**config.mk**
```make
export PLATFORM = sky130hd
export DESIGN_NAME = ptc_corr
export DESIGN_NICKNAME = d
export VERILOG_FILES = /design/src/ptc_pkg.sv /design/src/ptc_corr.sv
export SDC_FILE = /design/constraint.sdc
export NUM_CORES = 1
export LEC_CHECK = 0
export BUFFER_PORTS_ARGS = -buffer_cell sky130_fd_sc_hd__clkbuf_2
export CAP_MARGIN = 20
export CORE_MARGIN = 1
export CORE_UTILIZATION = 35
export CTS_CLUSTER_DIAMETER = 150
export CTS_CLUSTER_SIZE = 10
export DETAILED_ROUTE_END_ITERATION = 10
export MAX_ROUTING_LAYER = met4
export PLACE_DENSITY_LB_ADDON = 0.05
export REMOVE_ABC_BUFFERS = 1
export SLEW_MARGIN = 10
export SYNTH_ARGS = -nofsm -noshare
export SYNTH_HDL_FRONTEND = slang
export SYNTH_SLANG_ARGS = --single-unit
```
**constraint.sdc**
```tcl
create_clock -name clk -period 18.25 [get_ports clk]
set_input_delay 1.825 -clock clk [delete_from_list [all_inputs] [get_ports clk]]
set_output_delay 1.825 -clock clk [all_outputs]
set_load 0.02 [all_outputs]
```
**src/ptc_pkg.sv**
```systemverilog
package ptc_pkg;

  localparam int RAW_W     = 24;
  localparam int COEF_W    = 16;
  localparam int DT_W      = 25;
  localparam int PROD_W    = 42;
  localparam int DTSQ_W    = 48;
  localparam int Q_W       = 19;
  localparam int TI_W      = 17;
  localparam int QSQ_W     = 34;
  localparam int OFF_W     = 38;
  localparam int SENS_W    = 37;
  localparam int TEMP_W    = 20;
  localparam int OUT_W     = 32;
  localparam int IDX_W     = 3;

  localparam logic signed [TEMP_W-1:0] TEMP_REF = 20'sd2000;

  // register indexes
  localparam logic [IDX_W-1:0] REG_SENS      = 3'd0;
  localparam logic [IDX_W-1:0] REG_OFFSET    = 3'd1;
  localparam logic [IDX_W-1:0] REG_SENS_TC   = 3'd2;
  localparam logic [IDX_W-1:0] REG_OFFSET_TC = 3'd3;
  localparam logic [IDX_W-1:0] REG_TREF      = 3'd4;
  localparam logic [IDX_W-1:0] REG_TSENS     = 3'd5;

  typedef struct packed {
    logic [COEF_W-1:0] sens;
    logic [COEF_W-1:0] offset;
    logic [COEF_W-1:0] sens_tc;
    logic [COEF_W-1:0] offset_tc;
    logic [COEF_W-1:0] tref;
    logic [COEF_W-1:0] tsens;
  } coef_t;

  typedef struct packed {
    logic [RAW_W-1:0] d1;
    logic [RAW_W-1:0] d2;
  } raw_t;

  // first-order results
  typedef struct packed {
    logic [RAW_W-1:0]         d1;
    logic signed [Q_W-1:0]    q;
    logic [TI_W-1:0]          ti;
    logic                     low;
    logic signed [OFF_W-1:0]  off;
    logic signed [SENS_W-1:0] sens;
  } tc_t;

  // corrected terms
  typedef struct packed {
    logic [RAW_W-1:0]         d1;
    logic signed [TEMP_W-1:0] temp;
    logic                     low;
    logic signed [OFF_W-1:0]  off2;
    logic signed [SENS_W-1:0] sens2;
  } cp_t;

  typedef struct packed {
    logic signed [OUT_W-1:0] temp;
    logic signed [OUT_W-1:0] press;
    logic                    low;
  } res_t;

endpackage

```
**src/ptc_corr.sv**
```systemverilog
module ptc_corr (
  input  logic         clk,
  input  logic         rst,
  input  logic         in_valid,
  output logic         in_ready,
  input  ptc_pkg::tc_t in_data,
  output logic         out_valid,
  input  logic         out_ready,
  output ptc_pkg::cp_t out_data
);

  logic v4, v5;
  logic r4, r5;

  ptc_pkg::tc_t              s4;
  logic [ptc_pkg::QSQ_W-1:0] s4_qsq;

  logic signed [2*ptc_pkg::Q_W-1:0]    qsq_full;
  logic [38:0]                         offi_x31;
  logic [39:0]                         sensi_x63;
  logic [35:0]                         offi;
  logic [34:0]                         sensi;
  logic signed [ptc_pkg::TEMP_W-1:0]   temp_next;
  logic signed [ptc_pkg::OFF_W-1:0]    off2_next;
  logic signed [ptc_pkg::SENS_W-1:0]   sens2_next;

  assign r5        = !v5 || out_ready;
  assign r4        = !v4 || r5;
  assign in_ready  = r4;
  assign out_valid = v5;

  assign qsq_full = in_data.q * in_data.q;

  assign offi_x31  = ({5'd0, s4_qsq} << 5) - {5'd0, s4_qsq};
  assign sensi_x63 = ({6'd0, s4_qsq} << 6) - {6'd0, s4_qsq};
  assign offi      = s4.low ? offi_x31[38:3] : 36'd0;
  assign sensi     = s4.low ? sensi_x63[39:5] : 35'd0;

  assign temp_next  = ptc_pkg::TEMP_REF + $signed({s4.q[18], s4.q})
                    - $signed({3'd0, (s4.low ? s4.ti : 17'd0)});
  assign off2_next  = s4.off - $signed({2'd0, offi});
  assign sens2_next = s4.sens - $signed({2'd0, sensi});

  always_ff @(posedge clk) begin
    if (rst) begin
      v4 <= 1'b0;
      v5 <= 1'b0;
    end else begin
      if (r4) v4 <= in_valid;
      if (r5) v5 <= v4;
    end
    if (r4 && in_valid) begin
      s4     <= in_data;
      s4_qsq <= qsq_full[ptc_pkg::QSQ_W-1:0];
    end
    if (r5 && v4) begin
      out_data.d1    <= s4.d1;
      out_data.temp  <= temp_next;
      out_data.low   <= s4.low;
      out_data.off2  <= off2_next;
      out_data.sens2 <= sens2_next;
    end
  end

endmodule

```
==> results.py <==
metrics = {
    "grt": {
        "grt_first_pass_wirelength_mm": 107.7,
        "overflow": 0,
        "track_usage_pct": 18.12,
        "grt_max_degree": 69,
        "grt_pass1_vias": 19320,
        "grt_antenna_before_repair": 0,
    },
    "final_layout": {
        "drive_gt1_share_pct": 12.15,
        "n_antenna_cell": 0,
        "nets": 3555,
        "multi_input_area_um2": 16730,
        "seq_area_um2": 8688,
        "instances_no_fill": 3888,
        "area_growth_pct": 12.66,
        "fillerInstances": 7702,
    },
    "synth": {
        "synth_cell_types": 86,
        "synthCells": 2581,
        "ys_ff_latch": 290,
        "synth_edf_count": 288,
        "ys.flop_type": "edfxtp_1",
        "postSynthAreaPerCell_um2": 10.60,
        "synth_top_cell_area_share_pct": 31.61,
        "synth_top_cell_by_area": "edfxtp_1",
        "yosysSeqAreaShare_pct": 31.76,
        "yosys-top-cells-area": "edfxtp_1, fa_1, ha_1",
        "netlist_area_um2": 27360,
        "async_flop_share_pct": 0,
        "ys.warnings.count": 0,
    },
    "hold_path": {
        "hp-start": "s4[131]",
        "hold-path-endpoint": "out_data[115]",
        "min_path_cells": 0,
        "hold_path_class": "flop to flop",
    },
    "sta": {
        "fin_setup_tns_ps": 0,
        "finalMaxSlewViolations": 0,
        "finalHoldViolations": 0,
        "tightest_slew_ps": 964.4,
        "setup_viol": 0,
        "slew_headroom_pct": 35.71,
        "hold-worst-slack_ps": 417.3,
        "finalCriticalPeriod_ps": 8074,
        "timing.fmax_mhz": 123.9,
        "skew_ps": 30.10,
        "rsz0062_at_grt": "no",
        "finalWorstSetupSlack_ps": 10180,
        "post-route-period-util_pct": 44.24,
    },
    "setup_path": {
        "endpoint_kind": "flop",
        "crit_required_ps": 18550,
        "cpPeakStageDelay_ps": 530,
        "r2r-start": "s4_qsq[2]",
        "start_kind": "input pin",
        "cp_common_cell": "fa_1",
        "reg2reg_depth": 22,
        "cp_max_fo": 23,
        "path_cells": "clkbuf_2, and2_1, fa_1, fa_1, inv_1, fa_1, inv_1, fa_1, fa_1, fa_1, ha_1, ha_1, o21a_1, o21a_1, o21ai_1, a21o_1, o311ai_2, nand2_1, o21ai_1, a31o_2, and4_1, or3_1",
        "arrival_ps": 8370,
        "critPathSlowestCell": "fa_1",
        "r2r_slack_ps": 12250,
        "cp_top_family": "adder cells",
        "rr_endpoint": "out_data[32]",
        "path_class": "input pin to flop",
        "crit_buf_inv": 3,
    },
    "drt": {
        "drc": 0,
        "drtIter0Drc": 634,
        "viasPerCell": 4.742,
        "vias": 18440,
        "first_pass_iters": 5,
        "drtAntennaViolNets": 0,
        "wirelength_mm": 69.62,
        "wl_per_cell_um": 17.91,
    },
    "floorplan": {
        "coreArea_um2": 77340,
        "chipWidth_um": 281.6,
        "rows": 102,
        "dieArea_um2": 79290,
        "start_util_pct": 35.37,
        "die_h_um": 281.6,
        "ios": 262,
    },
    "clock_tree": {
        "cts_resized": 0,
        "cts.sinks": 290,
        "postCtsSetupBuffers": 0,
        "clkSlewWorstSetupHoldPaths_ps": 60,
        "clockBufferDepth": 3,
        "postCtsHoldBufs": 0,
        "cts_root_buffer": "clkbuf_16",
        "cts.htree.levels": 2,
        "cts_tree": "built",
        "clock_latency_ps": 560,
        "cts_buffers": 35,
    },
    "placed_design": {
        "gp_congestion": 0.8635,
        "dp.cells": 3839,
        "preCtsSetupSlack_ps": 9590,
        "place_hpwl_mm": 54.95,
        "numPortBuffers": 261,
    },
    "outcome": {
        "outcome": "complete, no violations",
    },
    "job": {
        "cap_viol_max_count": 0,
    },
}
worst max-delay path by stage:
stage                  from          end  slack, ps  cells after the start
2_1_floorplan     out_ready  out_data[0]      10420                      2
3_3_place_gp    in_data[96]   s4_qsq[33]       9630                     23
3_5_place_dp    in_data[94]   s4_qsq[28]       9590                     22
4_1_cts        in_data[102]   s4_qsq[28]      10180                     22
5_1_grt         in_data[94]   s4_qsq[28]       9890                     22
6_report        in_data[95]   s4_qsq[28]      10180                     22
cells in the final DEF (no fill, tap or decap), types with 15 or more instances in the layout:
cell       Yosys  final
xor2_1        43     43
or3_1         15     15
a21oi_1      121    121
xnor2_1      130    130
o21ai_0       54     54
ha_1         272    272
nand2_1      231    231
and2_1        66     65
a211oi_1      15     15
fa_1         307    307
nor2b_1       33     32
clkbuf_2       0    261
o21a_1        22     22
o21ai_1       19     19
o21bai_1      17     17
edfxtp_1     288    288
nor3_1        26     26
clkbuf_16      0     35
and3_1        18     18
nand2b_1      31     31
nand3_1       40     40
inv_1        467    467
nor2_1       121    121
a21o_1        40     40
state kept, by name, summed over array words and instances, names as in the netlist:
name	cells
s4	136
s4_qsq	32
v4	1
out_data	120
out_valid	1
cell type report:
| class | count | share of cell area (%) |
|---|---|---|
| Multi-Input combinational cell | 1773 | 54.29 |
| Sequential cell | 290 | 28.19 |
| Inverter | 467 | 5.687 |
| Timing Repair Buffer | 269 | 4.433 |
| Tap cell | 1040 | 4.222 |
| Clock buffer | 44 | 2.951 |
| Clock inverter | 5 | 0.2233 |
cell usage after synthesis, drive strengths merged, types with 41 or more instances:
| library cell | instances |
|---|---|
| nor2 | 122 |
| edfxtp | 288 |
| xor2 | 43 |
| xnor2 | 130 |
| o21ai | 74 |
| inv | 467 |
| nand2 | 231 |
| and2 | 67 |
| a21o | 41 |
| clkbuf | 47 |
| a21oi | 125 |
| ha | 272 |
| fa | 307 |
metrics by stage:
stage,utilization (%),cell area [um2]
finish,39.85,30820
detailed placement,38.59,29840
CTS,39.85,30820
global route,39.85,30820
global placement,38.59,29840
floorplan,-,27160
per-layer routing:
metal	track usage (%)	part of all wire [%]
met5	-	0
met4	3.261	1.3
met3	2.088	3.6
met2	28.74	46
met1	25.15	50
cell families (layout without fill, tap and decap cells):
kind of cell | after synthesis | count (layout) | synth area share (%)
buf+inv | 518 | 785 | 7.112
flops | 290 | 290 | 31.76
mux | 3 | 3 | 0.1143
simple gates | 638 | 638 | 11.41
fa+ha+maj | 579 | 579 | 34.91
xor+xnor | 173 | 173 | 5.539
compound gates | 380 | 380 | 9.165
Power is not shown: default switching activity piles up to over one toggle a cycle in this logic, so the estimate is an artifact.
