**config.mk**
```make
export PLATFORM = sky130hd
export DESIGN_NAME = ptc_press
export DESIGN_NICKNAME = d
export VERILOG_FILES = /design/src/ptc_pkg.sv /design/src/ptc_press.sv
export SDC_FILE = /design/constraint.sdc
export NUM_CORES = 2
export LEC_CHECK = 0
export ABC_AREA = 1
export BUFFER_PORTS_ARGS = -buffer_cell sky130_fd_sc_hd__buf_2
export CAP_MARGIN = 20
export CORE_ASPECT_RATIO = 2
export CORE_MARGIN = 5
export CORE_UTILIZATION = 54
export DETAILED_ROUTE_END_ITERATION = 10
export PLACE_DENSITY_LB_ADDON = 0.3
export SLEW_MARGIN = 30
export SYNTH_ARGS = -nofsm -noshare
export SYNTH_HDL_FRONTEND = slang
export SYNTH_SLANG_ARGS = --single-unit
```
**constraint.sdc**
```tcl
create_clock -name clk -period 10.7 [get_ports clk]
set_clock_uncertainty 0.2 [all_clocks]
set_input_delay 0.535 -clock clk [delete_from_list [all_inputs] [get_ports clk]]
set_output_delay 0.535 -clock clk [all_outputs]
set_load 0.01 [all_outputs]
```
**src/ptc_pkg.sv**
```systemverilog
package ptc_pkg;

  localparam int RAW_W     = 24;
  localparam int COEF_W    = 16;
  localparam int DT_W      = 25;
  localparam int PROD_W    = 42;
  localparam int DTSQ_W    = 48;
  localparam int Q_W       = 19;
  localparam int TI_W      = 17;
  localparam int QSQ_W     = 34;
  localparam int OFF_W     = 38;
  localparam int SENS_W    = 37;
  localparam int TEMP_W    = 20;
  localparam int OUT_W     = 32;
  localparam int IDX_W     = 3;

  localparam logic signed [TEMP_W-1:0] TEMP_REF = 20'sd2000;

  // register indexes
  localparam logic [IDX_W-1:0] REG_SENS      = 3'd0;
  localparam logic [IDX_W-1:0] REG_OFFSET    = 3'd1;
  localparam logic [IDX_W-1:0] REG_SENS_TC   = 3'd2;
  localparam logic [IDX_W-1:0] REG_OFFSET_TC = 3'd3;
  localparam logic [IDX_W-1:0] REG_TREF      = 3'd4;
  localparam logic [IDX_W-1:0] REG_TSENS     = 3'd5;

  typedef struct packed {
    logic [COEF_W-1:0] sens;
    logic [COEF_W-1:0] offset;
    logic [COEF_W-1:0] sens_tc;
    logic [COEF_W-1:0] offset_tc;
    logic [COEF_W-1:0] tref;
    logic [COEF_W-1:0] tsens;
  } coef_t;

  typedef struct packed {
    logic [RAW_W-1:0] d1;
    logic [RAW_W-1:0] d2;
  } raw_t;

  // first-order results
  typedef struct packed {
    logic [RAW_W-1:0]         d1;
    logic signed [Q_W-1:0]    q;
    logic [TI_W-1:0]          ti;
    logic                     low;
    logic signed [OFF_W-1:0]  off;
    logic signed [SENS_W-1:0] sens;
  } tc_t;

  // corrected terms
  typedef struct packed {
    logic [RAW_W-1:0]         d1;
    logic signed [TEMP_W-1:0] temp;
    logic                     low;
    logic signed [OFF_W-1:0]  off2;
    logic signed [SENS_W-1:0] sens2;
  } cp_t;

  typedef struct packed {
    logic signed [OUT_W-1:0] temp;
    logic signed [OUT_W-1:0] press;
    logic                    low;
  } res_t;

endpackage

```
**src/ptc_press.sv**
```systemverilog
module ptc_press (
  input  logic          clk,
  input  logic          rst,
  input  logic          in_valid,
  output logic          in_ready,
  input  ptc_pkg::cp_t  in_data,
  output logic          out_valid,
  input  logic          out_ready,
  output ptc_pkg::res_t out_data
);

  logic v6, v7, v8, v9, v10;
  logic r6, r7, r8, r9, r10;

  logic signed [ptc_pkg::TEMP_W-1:0] s6_temp, s7_temp, s8_temp, s9_temp;
  logic                              s6_low, s7_low, s8_low, s9_low;
  logic signed [ptc_pkg::OFF_W-1:0]  s6_off2, s7_off2, s8_off2;
  logic [41:0]                       s6_plo;
  logic signed [43:0]                s6_phi;
  logic signed [61:0]                s7_prod;
  logic signed [40:0]                s8_a;
  logic signed [41:0]                s9_b;

  logic signed [61:0] prod_next;
  logic signed [61:0] prod_b;
  logic signed [41:0] b_next;
  logic signed [41:0] b_b;

  assign r10       = !v10 || out_ready;
  assign r9        = !v9 || r10;
  assign r8        = !v8 || r9;
  assign r7        = !v7 || r8;
  assign r6        = !v6 || r7;
  assign in_ready  = r6;
  assign out_valid = v10;

  // D1*SENS2 as two partial products, joined in the next stage
  assign prod_next = $signed({s6_phi, 18'd0}) + $signed({20'd0, s6_plo});
  assign prod_b    = s7_prod + $signed({41'd0, {21{s7_prod[61]}}});
  assign b_next    = $signed({s8_a[40], s8_a}) - $signed({{4{s8_off2[37]}}, s8_off2});
  assign b_b       = s9_b + $signed({27'd0, {15{s9_b[41]}}});

  always_ff @(posedge clk) begin
    if (rst) begin
      v6  <= 1'b0;
      v7  <= 1'b0;
      v8  <= 1'b0;
      v9  <= 1'b0;
      v10 <= 1'b0;
    end else begin
      if (r6)  v6  <= in_valid;
      if (r7)  v7  <= v6;
      if (r8)  v8  <= v7;
      if (r9)  v9  <= v8;
      if (r10) v10 <= v9;
    end
    if (r6 && in_valid) begin
      s6_temp <= in_data.temp;
      s6_low  <= in_data.low;
      s6_off2 <= in_data.off2;
      s6_plo  <= {18'd0, in_data.d1} * {24'd0, in_data.sens2[17:0]};
      s6_phi  <= $signed({1'b0, in_data.d1}) * $signed(in_data.sens2[36:18]);
    end
    if (r7 && v6) begin
      s7_temp <= s6_temp;
      s7_low  <= s6_low;
      s7_off2 <= s6_off2;
      s7_prod <= prod_next;
    end
    if (r8 && v7) begin
      s8_temp <= s7_temp;
      s8_low  <= s7_low;
      s8_off2 <= s7_off2;
      s8_a    <= prod_b[61:21];
    end
    if (r9 && v8) begin
      s9_temp <= s8_temp;
      s9_low  <= s8_low;
      s9_b    <= b_next;
    end
    // both results stay well inside 32 bits, so the clamp reduces to sign extension
    if (r10 && v9) begin
      out_data.temp  <= $signed({{12{s9_temp[19]}}, s9_temp});
      out_data.press <= $signed({{5{b_b[41]}}, b_b[41:15]});
      out_data.low   <= s9_low;
    end
  end

endmodule

```
==> impl_metrics.json <==
{
  "antenna_found_initial": 0,
  "synth_simple_gate_area_share_pct": 21.8,
  "port_buffers": 190,
  "path_max_fanout": 37,
  "worstPathRequired_ns": 10.87,
  "crit_type": "primary input to flip-flop",
  "wl_per_cell_um": 20.1,
  "async_reset_ff_share_pct": 0,
  "final_common_cell": "nand2_1",
  "final_cell_mix": "2268 x nand2_1, 1839 x inv_1, 727 x fa_1",
  "syn_avg_cell_area_um2": 7.95,
  "cp_common_cell": "nand2_1",
  "final_layout_size_suffix_gt1_share_pct": 4.33,
  "startpoint_type": "primary input",
  "crit_path_max_incr_delay_ns": 0.76,
  "slew_viol_final": 0,
  "cts_max_path_buffers": 3,
  "critical-path-top-delay-family": "adder cells",
  "dieArea_um2": 110000,
  "crit_path_cell_trace": "buf_2 -> nand2_1 -> fa_1 -> inv_1 -> fa_1 -> fa_1 -> fa_1 -> fa_1 -> inv_1 -> fa_1 -> inv_1 -> ha_1 -> ha_1 -> nand2_1 -> inv_1 -> nand2_1 -> inv_1 -> a21oi_1 -> nand3_1 -> nand2_1 -> nand2_1 -> nand2_1 -> nand2_1",
  "min_period_over_period_pct": 60.2,
  "grt_pass1_wl_um": 265000,
  "via_count": 45100,
  "period_minus_slack_ns": 6.44,
  "grt_max_degree": 146,
  "gr-usage-all-layers_pct": 31.4,
  "setup_viol": 0,
  "synth_xor_area_share_pct": 1.58,
  "synth_top_family_by_area": "adder cells",
  "fmax_mhz": 155,
  "drt_wl_total_um": 172000,
  "ys_seq_elements": 482,
  "synthAdderAreaFrac_pct": 34.7,
  "final_nets": 8392,
  "coreArea_um2": 103000,
  "viasPerCell": 5.29,
  "area.growth.synth_to_final_pct": 7.40,
  "synth_edf_count": 477,
  "synthMuxAreaShare_pct": 0,
  "clock_insertion_delay_worst_skew_ns": 0.60,
  "multi_input_area_um2": 33800,
  "tightestPinTransition_ns": 1.08,
  "cts_sinks": 482,
  "fp-row-count": 167,
  "n_fill_cell": 9519,
  "dr.pass1.iters": 7,
  "crit_path_end_kind": "flip-flop",
  "dp_hpwl_um": 138000,
  "synth-compound-area-share_pct": 2.29,
  "status": "finished clean",
  "setup-tns-final_ns": 0,
  "hp-class": "primary input to flip-flop",
  "post_cts_buffers": 0,
  "gp_congestion": 0.997,
  "relSlewSlack_pct": 27.9,
  "dieWidth_um": 237,
  "cts_tree": "yes",
  "synth_ff_type": "edfxtp_1",
  "fp.dieH_um": 465,
  "root_buffer": "clkbuf_16",
  "worst_ep_arrival_time_ns": 6.61,
  "clk_pin_slew_worst_paths_ns": 0.07,
  "synth_seq_area_share_pct": 25.8,
  "regArea_um2": 14400,
  "h-tree-depth": 2,
  "slowest_stage": "buf_2",
  "post_synth_instance_area_um2": 55900,
  "syn_inst": 7029,
  "synth_warnings": 0,
  "rsz0062_at_grt": "false",
  "antenna_left": 0,
  "syn_nets": 8267,
  "cap_violations": 0,
  "hold_viol_final": 0,
  "drtIter0Drc": 2517,
  "cts_made_buffers": 42,
  "synth_cell_types": 36,
  "grt_pass1_vias": 49000,
  "initial_core_util_pct": 54.1,
  "path_buf_inv": 6,
  "globalRouteOverflowTotal": 0,
  "drc": 0,
  "io_pins": 191
}
[per-layer routing]
| layer | global-route usage (%) | routed length (um) | vias up |
|---|---|---|---|
| met2 | 60.7 | 93700 | 1754 |
| met1 | 28.3 | 50700 | 21700 |
| met3 | 3.20 | 8170 | 750 |
| met4 | 27.0 | 19000 | 0 |
| li1 | - | - | 21000 |
| met5 | 0 | 0 | - |
[worst min-delay path, cell delays in order]
cell     delay, ns
buf_2         0.08
nor2_1        0.06
inv_1         0.07
a21oi_1       0.05
[flip-flops by register name, indices dropped and copies added, names as in the netlist, 20 cells and up]
name,flops
s8_temp,20
s8_a,41
s7_off2,38
s9_temp,20
s8_off2,38
s7_prod,62
s6_plo,42
out_data,48
s6_temp,20
s9_b,42
s6_phi,44
s6_off2,38
s7_temp,20
[logic make-up after synthesis]
| family | after synthesis |
|---|---|
| AND/OR/NAND/NOR | 3068 |
| buffers and inverters | 2028 |
| XOR/XNOR | 101 |
| flip-flops | 482 |
| AO/OA/AOI/OAI | 236 |
| adder cells (fa/ha/maj) | 1114 |
[worst paths after layout]
path	start	to	slack, ns	depth (start not counted)
setup reg to reg	s7_prod[61]	s8_a[1]	7.03	8
hold / removal	out_ready	out_valid	0.04	4
setup / recovery	in_data[108]	s6_phi[33]	4.26	23
hold reg to reg	s6_plo[13]	s7_prod[13]	0.21	0
[metrics by stage]
step	hold slack, ns	util (%)	area, um2	worst slack (ns)	std cells
final	0.0407	58.1	60000	4.26	8537
after global routing	0.0658	58.1	60000	3.96	8536
after CTS	0.0205	58.1	59900	4.24	8534
after detailed placement	0.205	56.1	57900	3.61	8400
after global placement	0.201	56.1	57900	3.66	8399
after floorplan	0.200	-	55900	1.90	7029
[repair_timing]
action | CTS | global route
gates resized for setup | 0 | 0
hold buffers | 60 | 0
endpoints found under the setup margin | 0 | 0
endpoints found under the hold margin | 64 | 0
[synthesized netlist by cell type (23+ instances only)]
| master | n | area [um2] |
|---|---|---|
| a21oi_1 | 137 | 686 |
| nand4_1 | 42 | 263 |
| nor2_1 | 412 | 1550 |
| ha_1 | 387 | 4840 |
| edfxtp_1 | 477 | 14300 |
| nand2_1 | 2268 | 8510 |
| clkbuf_1 | 111 | 417 |
| xor2_1 | 78 | 683 |
| buf_1 | 59 | 221 |
| nand3_1 | 233 | 1170 |
| xnor2_1 | 23 | 201 |
| inv_1 | 1841 | 6910 |
| nor3_1 | 54 | 270 |
| o21ai_0 | 54 | 270 |
| o21bai_1 | 24 | 180 |
| fa_1 | 727 | 14600 |
[layout make-up]
cell class | instances | share of cell area, %
repair buffers | 268 | 2.92
clock inverters | 26 | 0.565
multi-input cells | 4519 | 56.3
flip-flops and latches | 482 | 24.0
inverters | 1841 | 11.5
clock buffers | 48 | 1.81
diodes | 1 | 0.00417
well taps | 1352 | 2.82
Power is not shown: default switching activity piles up to over one toggle a cycle in this logic, so the estimate is an artifact.
